**src/hdl/stok_pkg.sv**
```systemverilog
// shared types, codes and character classes for the source tokenizer
// no dependencies; source_tokenizer and stok_checker import this package
`default_nettype none

package stok_pkg;

  typedef enum logic [2:0] {
    MODE_IDLE,
    MODE_NUMBER,
    MODE_IDENT,
    MODE_STRING,
    MODE_ESCAPE,
    MODE_MINUS
  } mode_t;

  localparam logic [2:0] KIND_IDENT    = 3'd0;
  localparam logic [2:0] KIND_NUMBER   = 3'd1;
  localparam logic [2:0] KIND_STRING   = 3'd2;
  localparam logic [2:0] KIND_ARROW    = 3'd3;
  localparam logic [2:0] KIND_FUNCTION = 3'd4;
  localparam logic [2:0] KIND_RETURN   = 3'd5;
  localparam logic [2:0] KIND_PUNCT    = 3'd6;

  localparam logic REC_CONTENT  = 1'b0;
  localparam logic REC_COMPLETE = 1'b1;

  localparam logic [7:0] CH_MINUS     = 8'h2d;
  localparam logic [7:0] CH_GT        = 8'h3e;
  localparam logic [7:0] CH_UNDERSCORE = 8'h5f;
  localparam logic [7:0] CH_QUOTE     = 8'h22;
  localparam logic [7:0] CH_BACKSLASH = 8'h5c;
  localparam logic [7:0] CH_LOWER_N   = 8'h6e;
  localparam logic [7:0] CH_LOWER_T   = 8'h74;
  localparam logic [7:0] CH_NEWLINE   = 8'h0a;
  localparam logic [7:0] CH_TAB       = 8'h09;
  localparam logic [7:0] CH_NUL       = 8'h00;

  localparam logic [3:0] LEN_FUNCTION = 4'd8;
  localparam logic [3:0] LEN_RETURN   = 4'd6;
  localparam logic [3:0] LEN_MAX      = 4'd15;

  // result queue between the scanner and the output channel
  localparam int unsigned QDEPTH = 4;
  localparam int unsigned QPTR_W = $clog2(QDEPTH);
  localparam int unsigned QCNT_W = $clog2(QDEPTH + 1);

  typedef struct packed {
    logic       record_type;
    logic [2:0] token_kind;
    logic [7:0] char_value;
    logic       unterminated;
    logic       last_of_item;
  } rec_t;

  function automatic logic is_digit(input logic [7:0] c);
    return (c >= 8'h30) && (c <= 8'h39);
  endfunction

  function automatic logic is_alpha(input logic [7:0] c);
    return ((c >= 8'h61) && (c <= 8'h7a)) || ((c >= 8'h41) && (c <= 8'h5a));
  endfunction

  function automatic logic is_space(input logic [7:0] c);
    return (c == 8'h20) || ((c >= 8'h09) && (c <= 8'h0d));
  endfunction

  function automatic logic is_punct(input logic [7:0] c);
    return (c == 8'h28) || (c == 8'h29) || (c == 8'h7b) || (c == 8'h7d) ||
           (c == 8'h3b);
  endfunction

  // letters of "function", indexed by position
  function automatic logic [7:0] kw_function_char(input logic [2:0] idx);
    logic [7:0] ch;
    case (idx)
      3'd0:    ch = 8'h66;
      3'd1:    ch = 8'h75;
      3'd2:    ch = 8'h6e;
      3'd3:    ch = 8'h63;
      3'd4:    ch = 8'h74;
      3'd5:    ch = 8'h69;
      3'd6:    ch = 8'h6f;
      default: ch = 8'h6e;
    endcase
    return ch;
  endfunction

  // letters of "return", indexed by position; positions past the end never match
  function automatic logic [7:0] kw_return_char(input logic [2:0] idx);
    logic [7:0] ch;
    case (idx)
      3'd0:    ch = 8'h72;
      3'd1:    ch = 8'h65;
      3'd2:    ch = 8'h74;
      3'd3:    ch = 8'h75;
      3'd4:    ch = 8'h72;
      3'd5:    ch = 8'h6e;
      default: ch = 8'h00;
    endcase
    return ch;
  endfunction

endpackage

`default_nettype wire

```
**src/hdl/stok_text_if.sv**
```systemverilog
// valid/ready channel carrying source bytes into the tokenizer
// standalone interface, no package dependency
`default_nettype none

interface stok_text_if;
  logic       valid;
  logic       ready;
  logic [7:0] in_byte;
  logic       end_of_text;

  modport source (output valid, output in_byte, output end_of_text, input ready);
  modport sink   (input valid, input in_byte, input end_of_text, output ready);
endinterface

`default_nettype wire

```
**src/hdl/stok_token_if.sv**
```systemverilog
// valid/ready channel carrying token records out of the tokenizer
// standalone interface, no package dependency
`default_nettype none

interface stok_token_if;
  logic       valid;
  logic       ready;
  logic       record_type;
  logic [2:0] token_kind;
  logic [7:0] char_value;
  logic       unterminated;
  logic       last_of_item;

  modport source (output valid, output record_type, output token_kind,
                  output char_value, output unterminated, output last_of_item,
                  input ready);
  modport sink   (input valid, input record_type, input token_kind,
                  input char_value, input unterminated, input last_of_item,
                  output ready);
endinterface

`default_nettype wire

```
**src/hdl/source_tokenizer.sv**
```systemverilog
// path: an input transfer lands in the input register, its records go into the result queue, which drives the output
// throughput: one input item per cycle while each byte gives at most one record and
//   the output is taken; a byte that closes a token and opens another gives two
//   records, and the one-record-per-cycle output port then sets the pace
// reset: synchronous active-high rst empties the input register and the result
//   queue and returns the scanner to idle with keyword matches armed
// depends on stok_pkg, stok_text_if and stok_token_if
`default_nettype none

module source_tokenizer (
  input  wire logic   clk,
  input  wire logic   rst,
  stok_text_if.sink   text,
  stok_token_if.source tokens
);
  import stok_pkg::*;

  // input register
  logic       in_valid;
  logic [7:0] in_char;
  logic       in_end;

  // scanner state
  mode_t      mode, mode_next;
  logic [3:0] ident_len, ident_len_next;
  logic       match_fn, match_fn_next;
  logic       match_ret, match_ret_next;

  // result queue
  rec_t              queue [QDEPTH];
  logic [QPTR_W-1:0] wr_ptr;
  logic [QPTR_W-1:0] rd_ptr;
  logic [QCNT_W-1:0] count;

  logic       advance;
  logic       pop;
  logic [1:0] n_rec;
  rec_t       rec0, rec1;

  // fresh-byte scan: what a byte does when no token is open
  mode_t      fr_mode;
  logic       fr_emit;
  rec_t       fr_rec;
  logic       fr_ident;

  // keyword tracking while extending an identifier
  logic       feed_fn, feed_ret;
  logic [3:0] feed_len;
  logic [2:0] ident_kind;

  // the scanner works on the registered item once the queue has room for two records
  assign advance     = in_valid && (count <= QCNT_W'(QDEPTH - 2));
  assign text.ready  = !in_valid || advance;
  assign pop         = tokens.valid && tokens.ready;

  always_ff @(posedge clk) begin
    if (rst) begin
      in_valid <= 1'b0;
    end else if (text.valid && text.ready) begin
      in_valid <= 1'b1;
    end else if (advance) begin
      in_valid <= 1'b0;
    end
  end

  // payload only, no reset needed
  always_ff @(posedge clk) begin
    if (text.valid && text.ready) begin
      in_char <= text.in_byte;
      in_end  <= text.end_of_text;
    end
  end

  // classify a byte seen with no open token
  always_comb begin
    fr_mode  = MODE_IDLE;
    fr_emit  = 1'b0;
    fr_ident = 1'b0;
    fr_rec   = '{REC_CONTENT, KIND_IDENT, in_char, 1'b0, 1'b0};
    if (is_space(in_char)) begin
      fr_mode = MODE_IDLE;
    end else if (in_char == CH_MINUS) begin
      fr_mode = MODE_MINUS;
    end else if (is_punct(in_char)) begin
      fr_emit = 1'b1;
      fr_rec  = '{REC_COMPLETE, KIND_PUNCT, in_char, 1'b0, 1'b0};
    end else if (is_digit(in_char)) begin
      fr_mode = MODE_NUMBER;
      fr_emit = 1'b1;
      fr_rec  = '{REC_CONTENT, KIND_NUMBER, in_char, 1'b0, 1'b0};
    end else if (in_char == CH_QUOTE) begin
      fr_mode = MODE_STRING;
    end else if (is_alpha(in_char) || in_char == CH_UNDERSCORE) begin
      fr_mode  = MODE_IDENT;
      fr_emit  = 1'b1;
      fr_ident = 1'b1;
      fr_rec   = '{REC_CONTENT, KIND_IDENT, in_char, 1'b0, 1'b0};
    end
  end

  // one more identifier byte: drop keyword candidates that no longer fit
  always_comb begin
    feed_fn  = match_fn && (ident_len < LEN_FUNCTION) &&
               (in_char == kw_function_char(ident_len[2:0]));
    feed_ret = match_ret && (ident_len < LEN_RETURN) &&
               (in_char == kw_return_char(ident_len[2:0]));
    feed_len = (ident_len < LEN_MAX) ? ident_len + 4'd1 : ident_len;
    if (ident_len == LEN_FUNCTION && match_fn) begin
      ident_kind = KIND_FUNCTION;
    end else if (ident_len == LEN_RETURN && match_ret) begin
      ident_kind = KIND_RETURN;
    end else begin
      ident_kind = KIND_IDENT;
    end
  end

  // main scanner: up to two records per item
  always_comb begin
    logic take_fresh;
    take_fresh     = 1'b0;
    mode_next      = mode;
    ident_len_next = ident_len;
    match_fn_next  = match_fn;
    match_ret_next = match_ret;
    n_rec          = 2'd0;
    rec0           = '{REC_CONTENT, KIND_IDENT, in_char, 1'b0, 1'b0};
    rec1           = fr_rec;

    if (in_end) begin
      // flush whatever token is open and rearm everything
      unique case (mode)
        MODE_NUMBER: begin
          n_rec = 2'd1;
          rec0  = '{REC_COMPLETE, KIND_NUMBER, CH_NUL, 1'b0, 1'b0};
        end
        MODE_IDENT: begin
          n_rec = 2'd1;
          rec0  = '{REC_COMPLETE, ident_kind, CH_NUL, 1'b0, 1'b0};
        end
        MODE_STRING, MODE_ESCAPE: begin
          n_rec = 2'd1;
          rec0  = '{REC_COMPLETE, KIND_STRING, CH_NUL, 1'b1, 1'b0};
        end
        MODE_MINUS: begin
          n_rec = 2'd1;
          rec0  = '{REC_COMPLETE, KIND_PUNCT, CH_MINUS, 1'b0, 1'b0};
        end
        default: begin
          n_rec = 2'd0;
        end
      endcase
      mode_next      = MODE_IDLE;
      ident_len_next = 4'd0;
      match_fn_next  = 1'b1;
      match_ret_next = 1'b1;
    end else begin
      unique case (mode)
        MODE_NUMBER: begin
          n_rec = 2'd1;
          if (is_digit(in_char)) begin
            rec0 = '{REC_CONTENT, KIND_NUMBER, in_char, 1'b0, 1'b0};
          end else begin
            rec0       = '{REC_COMPLETE, KIND_NUMBER, CH_NUL, 1'b0, 1'b0};
            take_fresh = 1'b1;
          end
        end
        MODE_IDENT: begin
          n_rec = 2'd1;
          if (is_alpha(in_char) || is_digit(in_char) || in_char == CH_UNDERSCORE) begin
            rec0           = '{REC_CONTENT, KIND_IDENT, in_char, 1'b0, 1'b0};
            ident_len_next = feed_len;
            match_fn_next  = feed_fn;
            match_ret_next = feed_ret;
          end else begin
            rec0       = '{REC_COMPLETE, ident_kind, CH_NUL, 1'b0, 1'b0};
            take_fresh = 1'b1;
          end
        end
        MODE_STRING: begin
          if (in_char == CH_QUOTE) begin
            n_rec     = 2'd1;
            rec0      = '{REC_COMPLETE, KIND_STRING, CH_NUL, 1'b0, 1'b0};
            mode_next = MODE_IDLE;
          end else if (in_char == CH_BACKSLASH) begin
            mode_next = MODE_ESCAPE;
          end else begin
            n_rec = 2'd1;
            rec0  = '{REC_CONTENT, KIND_STRING, in_char, 1'b0, 1'b0};
          end
        end
        MODE_ESCAPE: begin
          // only n and t survive an escape
          if (in_char == CH_LOWER_N) begin
            n_rec = 2'd1;
            rec0  = '{REC_CONTENT, KIND_STRING, CH_NEWLINE, 1'b0, 1'b0};
          end else if (in_char == CH_LOWER_T) begin
            n_rec = 2'd1;
            rec0  = '{REC_CONTENT, KIND_STRING, CH_TAB, 1'b0, 1'b0};
          end
          mode_next = MODE_STRING;
        end
        MODE_MINUS: begin
          n_rec = 2'd1;
          if (in_char == CH_GT) begin
            rec0      = '{REC_COMPLETE, KIND_ARROW, CH_NUL, 1'b0, 1'b0};
            mode_next = MODE_IDLE;
          end else begin
            rec0       = '{REC_COMPLETE, KIND_PUNCT, CH_MINUS, 1'b0, 1'b0};
            take_fresh = 1'b1;
          end
        end
        default: begin
          // idle: the byte is scanned fresh and its record, if any, goes first
          mode_next = fr_mode;
          n_rec     = {1'b0, fr_emit};
          rec0      = fr_rec;
          if (fr_ident) begin
            ident_len_next = 4'd1;
            match_fn_next  = (in_char == kw_function_char(3'd0));
            match_ret_next = (in_char == kw_return_char(3'd0));
          end
        end
      endcase

      // the byte that closed a token is rescanned as a fresh byte
      if (take_fresh) begin
        mode_next = fr_mode;
        n_rec     = fr_emit ? 2'd2 : 2'd1;
        if (fr_ident) begin
          ident_len_next = 4'd1;
          match_fn_next  = (in_char == kw_function_char(3'd0));
          match_ret_next = (in_char == kw_return_char(3'd0));
        end
      end
    end

    rec0.last_of_item = (n_rec == 2'd1);
    rec1.last_of_item = 1'b1;
  end

  always_ff @(posedge clk) begin
    if (rst) begin
      mode      <= MODE_IDLE;
      ident_len <= 4'd0;
      match_fn  <= 1'b1;
      match_ret <= 1'b1;
    end else if (advance) begin
      mode      <= mode_next;
      ident_len <= ident_len_next;
      match_fn  <= match_fn_next;
      match_ret <= match_ret_next;
    end
  end

  // result queue pointers and fill count
  always_ff @(posedge clk) begin
    if (rst) begin
      wr_ptr <= '0;
      rd_ptr <= '0;
      count  <= '0;
    end else begin
      if (advance) begin
        wr_ptr <= wr_ptr + QPTR_W'(n_rec);
      end
      if (pop) begin
        rd_ptr <= rd_ptr + QPTR_W'(1);
      end
      count <= count + QCNT_W'(advance ? n_rec : 2'd0) - QCNT_W'(pop);
    end
  end

  // queue storage holds payload only
  always_ff @(posedge clk) begin
    if (advance && n_rec != 2'd0) begin
      queue[wr_ptr] <= rec0;
    end
    if (advance && n_rec == 2'd2) begin
      queue[wr_ptr + QPTR_W'(1)] <= rec1;
    end
  end

  assign tokens.valid        = (count != '0);
  assign tokens.record_type  = queue[rd_ptr].record_type;
  assign tokens.token_kind   = queue[rd_ptr].token_kind;
  assign tokens.char_value   = queue[rd_ptr].char_value;
  assign tokens.unterminated = queue[rd_ptr].unterminated;
  assign tokens.last_of_item = queue[rd_ptr].last_of_item;

endmodule

`default_nettype wire

```
**src/flat_wrapper.sv**
```systemverilog
// flat-port wrapper written by rule: the top's interface ports become plain ports
module source_tokenizer_flat import stok_pkg::*;
  (clk, rst, text_valid, text_in_byte, text_end_of_text, text_ready, tokens_valid, tokens_record_type, tokens_token_kind, tokens_char_value, tokens_unterminated, tokens_last_of_item, tokens_ready);
  stok_text_if text_i ();
  stok_token_if tokens_i ();
  input  wire logic clk;
  input  wire logic rst;
  input wire logic [$bits(text_i.valid)-1:0] text_valid;
  input wire logic [$bits(text_i.in_byte)-1:0] text_in_byte;
  input wire logic [$bits(text_i.end_of_text)-1:0] text_end_of_text;
  output wire logic [$bits(text_i.ready)-1:0] text_ready;
  output wire logic [$bits(tokens_i.valid)-1:0] tokens_valid;
  output wire logic [$bits(tokens_i.record_type)-1:0] tokens_record_type;
  output wire logic [$bits(tokens_i.token_kind)-1:0] tokens_token_kind;
  output wire logic [$bits(tokens_i.char_value)-1:0] tokens_char_value;
  output wire logic [$bits(tokens_i.unterminated)-1:0] tokens_unterminated;
  output wire logic [$bits(tokens_i.last_of_item)-1:0] tokens_last_of_item;
  input wire logic [$bits(tokens_i.ready)-1:0] tokens_ready;
  assign text_i.valid = text_valid;
  assign text_i.in_byte = text_in_byte;
  assign text_i.end_of_text = text_end_of_text;
  assign text_ready = text_i.ready;
  assign tokens_valid = tokens_i.valid;
  assign tokens_record_type = tokens_i.record_type;
  assign tokens_token_kind = tokens_i.token_kind;
  assign tokens_char_value = tokens_i.char_value;
  assign tokens_unterminated = tokens_i.unterminated;
  assign tokens_last_of_item = tokens_i.last_of_item;
  assign tokens_i.ready = tokens_ready;
  source_tokenizer u_core (.clk(clk), .rst(rst), .text(text_i), .tokens(tokens_i));
endmodule
```
**config.mk**
```make
export PLATFORM = sky130hd
export DESIGN_NAME = source_tokenizer_flat
export DESIGN_NICKNAME = d
export VERILOG_FILES = /design/src/hdl/stok_pkg.sv /design/src/hdl/stok_text_if.sv /design/src/hdl/stok_token_if.sv /design/src/hdl/source_tokenizer.sv /design/src/flat_wrapper.sv
export SDC_FILE = /design/constraint.sdc
export NUM_CORES = 1
export LEC_CHECK = 0
export BUFFER_PORTS_ARGS = -buffer_cell sky130_fd_sc_hd__buf_2
export CORE_AREA = 2 2 212 110
export DETAILED_ROUTE_END_ITERATION = 16
export DIE_AREA = 0 0 214 112
export PLACE_DENSITY = 0.51
export SYNTH_ARGS = -nofsm -noshare
export SYNTH_HDL_FRONTEND = slang
export SYNTH_SLANG_ARGS = --single-unit
```
**constraint.sdc**
```tcl
create_clock -name clk -period 4.6 [get_ports clk]
set_input_delay 0.92 -clock clk [delete_from_list [all_inputs] [get_ports clk]]
set_output_delay 0.92 -clock clk [all_outputs]
set_load 0.005 [all_outputs]
```
Word level (Yosys, flattened, before mapping)
Memory sizes are Yosys's and may differ from the RTL's. A register that Yosys moved wholly into a read port is not among the register bits.
Cells that the tools add are included.

operators by class
  equal/unequal tests = 35
  reductions and logical operators = 37
  muxes and demuxes = 82
  add/subtract/negate cells = 6
  magnitude comparators = 12

operators by type and width
  cell                  count
  $mux W14              8
  $pmux W14 S5          1
  $eq A8 B7 Y1 const B  8
  $eq A8 B6 Y1 const B  7
  $pmux W14 S4          1
  $mux W3               12
  $pmux W7 S5           1
  $mux W1               33
  $pmux W5 S6           1
  $mux W12              2
  $mux W4               6
  $mux W2               9
  $eq A8 B7 Y1          2
  $ge A8 B7 Y1 const B  2
  $le A8 B7 Y1 const B  2
  $eq A3 B3 Y1 const B  5
  $logic_and A1 B1 Y1   15
  $mux W13              1
  $eq A3 B2 Y1 const B  4
  $pmux W3 S4           1
  $mux W11              1
  $logic_or A1 B1 Y1    10
  $ge A8 B4 Y1 const B  1
  $ge A8 B6 Y1 const B  1
  other kinds (31)      38

word-level totals
  memories = 1
  output and inout port bits = 16
  input bits = 13
  RAM bits = 56
  word-level logic and storage cells = 183
  flip-flop bits (word level) = 26

memories
  memory        depth  width  rd ports  clocked after Yosys merged registers in  wr ports  RTL line                source
  u_core.queue  4      14     1         1                                        2         source_tokenizer.sv:30  rec_t queue [QDEPTH];

Depth between registers and ports, before layout
  word-level depth = 17
  depth in mapped cells = 15
  gate-level depth less buffers = 12

Worst setup path before layout
Ideal clock, no wire load.

  kind = register -> register
  start point = register u_core.in_char[3]
  end point = register u_core.wr_ptr[1]
  path buffers = 1
  clock period less this slack = 3.375 ns
  library setup time = 0.067 ns
  required time = 4.533 ns
  data arrival time = 3.308 ns
  path slack = 1.225 ns
  stages on the path, launching flop included = 13
  cells stage by stage = edfxtp_1 > or4_4 > nor4_4 > a211oi_2 > o31a_1 > buf_6 > or3_1 > and3_1 > ha_1 > nor2_1 > or4b_1 > a21o_1 > a21oi_2

on the way
  longest elaborated chain between the ends = 14
  elaborated cells between the ends (all ways) = 54
  classes of those cells = 1 x add/sub; 8 x order compare; 13 x eq/ne; 19 x mux; 13 x reduce/logical

ends and longest elaborated chain
  what                                                 RTL line                                          source
  start, declared                                      source_tokenizer.sv:20                            logic [7:0] in_char;
  start signal, assigned                               source_tokenizer.sv:69                            in_char <= text.in_byte;
  $ge A8 B7 Y1 / $le A8 B7 Y1 (equally long branches)  stok_pkg.sv:60                                    return ((c >= 8'h61) && (c <= 8'h7a)) || ((c >= 8'h41) && (c <= 8'h5a));
  $logic_and A1 B1 Y1                                  stok_pkg.sv:60
  $logic_or A1 B1 Y1                                   stok_pkg.sv:60
  $logic_or A1 B1 Y1                                   source_tokenizer.sv:93                            end else if (is_alpha(in_char) || in_char == CH_UNDERSCORE) begin
  $mux W1                                              source_tokenizer.sv:93
  $mux W1                                              source_tokenizer.sv:91                            end else if (in_char == CH_QUOTE) begin
  $mux W1                                              source_tokenizer.sv:87                            end else if (is_digit(in_char)) begin
  $mux W1                                              source_tokenizer.sv:84                            end else if (is_punct(in_char)) begin
  $mux W1                                              source_tokenizer.sv:82                            end else if (in_char == CH_MINUS) begin
  $mux W1                                              source_tokenizer.sv:80                            if (is_space(in_char)) begin
  $pmux W2 S3 / $mux W2 (equally long branches)        source_tokenizer.sv:157, source_tokenizer.sv:228
  $mux W2 *                                            source_tokenizer.sv:226                           if (take_fresh) begin
  $mux W2 *                                            source_tokenizer.sv:129                           if (in_end) begin
  $add A2 B2 Y2 *                                      source_tokenizer.sv:263                           wr_ptr <= wr_ptr + QPTR_W'(n_rec);
  end signal, assigned                                 source_tokenizer.sv:263
  end, declared                                        source_tokenizer.sv:31                            logic [QPTR_W-1:0] wr_ptr;

Mark *: on every way between the ends. The rest lies on a longest branch, timed or not. The select of a mux whose other input is x is not followed.
A chain may end at the register's enable or synchronous reset.

Worst setup path in the final report
  start point = register u_core.in_char[2]
  end point = register u_core.wr_ptr[1]

Same word-level chain as after synthesis.

==> Implementation_results.wiki <==
{| class="wikitable"
! Metric !! Value
|-
| Initial DRC count || 680
|-
| Nature of the critical path endpoint || flip-flop
|-
| Number of sinks handled by clock tree synthesis || 84
|-
| Area of the core region || 22200 µm²
|-
| Initial antenna violation count || 0
|-
| Cell Pwr Density || 370 nW/µm²
|-
| Non-filler instance count after layout || 910
|-
| Maximum buffer depth of the clock tree || 2
|-
| Post-synthesis cell type count || 77
|-
| CP Data Required Time || 4.90 ns
|-
| Diode insertion count for antenna repair || 0
|-
| Overall routed net length || 19.1 mm
|-
| Number of remaining DRC errors || 0
|-
| Via count of the first global-routing pass || 4548
|-
| Starting density of the core || 24.5%
|-
| Post-cts sizing count || 0
|-
| Number of I/O pins || 29
|-
| Fraction of power spent switching nets || 34.0%
|-
| Area taken by multi-input logic gates || 2960 µm²
|-
| Share of final-layout standard cells stronger than drive strength 1 || 16.1%
|-
| Via density per instance || 5.42
|-
| Maximum clock skew at final layout || 0.00697 ns
|-
| Synthesis-to-layout area growth || 14.8%
|-
| Port buffer count || 28
|-
| Worst Path Max Fanout || 21
|-
| Power after layout || 2310 µW
|-
| Sequential cell area fraction in the yosys report || 41.3%
|-
| Switching component of the power || 787 µW
|-
| Total leakage power || 0.00205 µW
|-
| WS Path Type || flip-flop to flip-flop
|-
| Number of endpoints with negative hold slack in the final report || 0
|-
| Sequential share of power || 41.9%
|-
| Chip Width || 214 µm
|-
| Placer Congestion || 0.940
|-
| Compound-Gate Fraction of Synth Area || 21.8%
|-
| Via count || 4928
|-
| Overall Global Routing Usage || 16.5%
|-
| Count of cells along the worst hold path || 2
|-
| Worst Max-Slew Pin Slew || 1.08 ns
|-
| Fillcell total || 2331
|-
| Post-synthesis instance total || 577
|-
| Depth of the worst register-to-register path || 11
|-
| Number of maximum-capacitance constraint violations || 0
|-
| Pin count of the biggest net entering global routing || 24
|-
| Crit path DAT || 4.36 ns
|-
| Post-cts hold buffer count || 0
|-
| Post-Synth Adder-Cell Area || 2.43%
|-
| Total instance count after detailed placement || 894
|-
| Synthesized flop and latch total || 84
|-
| Final Critical Period || 4.06 ns
|-
| Core Util, Final || 28.2%
|-
| Clk root buf || clkbuf_16
|-
| Sum Neg Setup Slack || 0 ns
|-
| Final Cycle Share || 88.4%
|-
| Count of nets left with antenna violations after detail routing || 0
|-
| Int Pwr || 1530 µW
|-
| Vert. Die Dim || 112 µm
|-
| Register Area || 2250 µm²
|-
| Number of buffers added for setup after CTS || 0
|-
| Clock power share || 28.9%
|-
| Dominant combinational cell family by area after synthesis || compound AO/OA/AOI/OAI gates
|-
| Syn_area_per_cell || 9.45 µm²
|-
| Global-route wire length before repair || 29.3 mm
|-
| Combinational group share of total power || 29.2%
|-
| Net count of the finished layout || 621
|-
| Clock tree from TritonCTS || built
|-
| Post-synth EDFFs || 57
|-
| Core Rows || 39
|-
| Clock insertion delay at the later pin of the skew report || 0.36 ns
|-
| Simple-gate area share of the yosys netlist || 21.2%
|-
| Cell area after technology mapping || 5450 µm²
|-
| Kind of start point of the critical path || flip-flop
|-
| Routed length per placed instance || 21.0 µm
|-
| Slew Limit Headroom || 28.1%
|-
| Xor/xnor share of the synthesized area || 1.61%
|-
| Net count after synthesis || 600
|-
| Multiplexer share of the synthesized area || 7.07%
|-
| Grt ovf || 0
|-
| Post-synthesis async set-or-reset flop share || 0%
|-
| Outcome || finished, final reports clean
|-
| Fin. max-slew vios || 0
|-
| CTS buffer count || 9
|-
| Final setup vio count || 0
|-
| Post-detailed-placement half-perimeter wirelength || 14.8 mm
|-
| CTS clk-pin slew, worst paths || 0.06 ns
|-
| Unrepaired setup endpoints after global routing || no
|-
| First-pass detailed-route iteration total || 5
|-
| Path type of the worst min-delay path || flip-flop to flip-flop
|-
| Primary FF master, synth || edfxtp_1
|-
| Count of yosys warnings during synthesis || 0
|-
| Peak clock frequency supported by timing || 0.246 GHz
|-
| Deepest level of the CTS H-tree || 3
|-
| Total die area || 24000 µm²
|-
| Max VDD drop || 0.000222 V
|}
flip-flops by register name, indices dropped and copies added, names as in the netlist, named ones only:
register	flops
u_core.match_ret	1
u_core.ident_len	4
u_core.in_char	8
u_core.wr_ptr	2
u_core.rd_ptr	2
u_core.in_valid	1
u_core.queue	56
u_core.in_end	1
u_core.match_fn	1
u_core.mode	3
u_core.count	3
critical path, cell delays in order, from the launching register on:
cell and delay [ns]:
edfxtp_1 0.67, or4_4 0.66, o22ai_2 0.27, o21ai_2 0.17, o31a_1 0.45, or3_1 0.45
and3_1 0.21, ha_1 0.18, nor2_1 0.10, or4b_1 0.49, a21o_1 0.21, a21oi_2 0.11
cells by family after synthesis:
| group | Yosys count |
|---|---|
| mux | 21 |
| buf+inv | 62 |
| xor+xnor | 10 |
| fa+ha+maj | 10 |
| simple gates | 214 |
| flops | 84 |
| compound gates | 176 |
routing by layer:
metal | GRT usage [%] | wire length [µm]
met3 | 6.69 | 2490
met1 | 27.3 | 10000
met2 | 18.1 | 6340
met5 | 2.16 | 69
met4 | 3.92 | 181
metrics by stage:
stage               setup slack (ns)  area [µm²]  hold WS [ns]
floorplan                       1.22        5450         0.433
global placement               0.675        5990         0.447
detailed placement             0.601        5990         0.456
CTS                            0.582        6260         0.464
global route                   0.321        6260         0.488
finish                         0.535        6260         0.460
power by group through the flow:
stage	logic, µW	clock network, µW	registers (µW)
6_report	675	669	968
5_1_grt	743	713	985
4_1_cts	668	689	974
3_5_place_dp	663	0	989
3_3_place_gp	672	0	984
2_1_floorplan	501	0	905
area by class of cell:
class	count	share of cell area, %
clock buffer	11	3.72
clock inverter	5	0.500
inverter	19	1.14
multi-input combinational	431	47.3
sequential	84	36.0
tap	307	6.14
timing repair buffer	53	5.24
layout by cell type, fill, tap and decap left out, types with 5 or more instances in the layout:
master / netlist / layout
or3_1: 5 / 5
o21ai_0: 53 / 53
nor3_1: 15 / 15
ha_1: 9 / 9
nand4b_1: 6 / 6
nand3_1: 15 / 15
nand2_1: 58 / 58
and3_1: 6 / 6
nor2b_1: 14 / 14
mux2i_1: 7 / 7
clkbuf_16: 0 / 9
buf_2: 7 / 28
dfxtp_1: 27 / 27
nand2b_1: 7 / 7
nand4_1: 8 / 8
o211ai_1: 6 / 6
a22o_1: 8 / 8
edfxtp_1: 57 / 57
o21a_1: 5 / 5
buf_4: 0 / 25
inv_1: 19 / 19
o22ai_1: 6 / 6
a31oi_1: 5 / 5
a21oi_1: 34 / 34
and2_1: 5 / 5
xnor2_1: 6 / 6
mux4_2: 14 / 14
nor2_1: 49 / 49
worst paths after layout:
| kind | from | endpoint | slack (ns) |
|---|---|---|---|
| min reg2reg | u_core.queue[1][1] | u_core.queue[1][1] | 0.46 |
| max | u_core.in_char[2] | u_core.wr_ptr[1] | 0.54 |
| min | u_core.queue[1][1] | u_core.queue[1][1] | 0.46 |
| max reg2reg | u_core.in_char[2] | u_core.wr_ptr[1] | 0.54 |
cell usage after synthesis (all sizes together) (7+ instances only):
library cell	number	area share, %
o21ai	54	5.0
nand2	58	4.0
o22ai	7	0.92
nand4	8	0.92
edfxtp	57	31
inv	19	1.3
dfxtp	27	9.9
nor3	16	1.6
nor2b	14	1.6
nand3	15	1.4
nor2	50	3.5
buf	14	1.3
clkbuf	29	2.0
a21oi	35	3.3
mux4	14	5.8
mux2i	7	1.3
ha	9	2.1
nand2b	7	0.80
a22o	8	1.3
No activity file was read; power rests on OpenSTA's default activity.
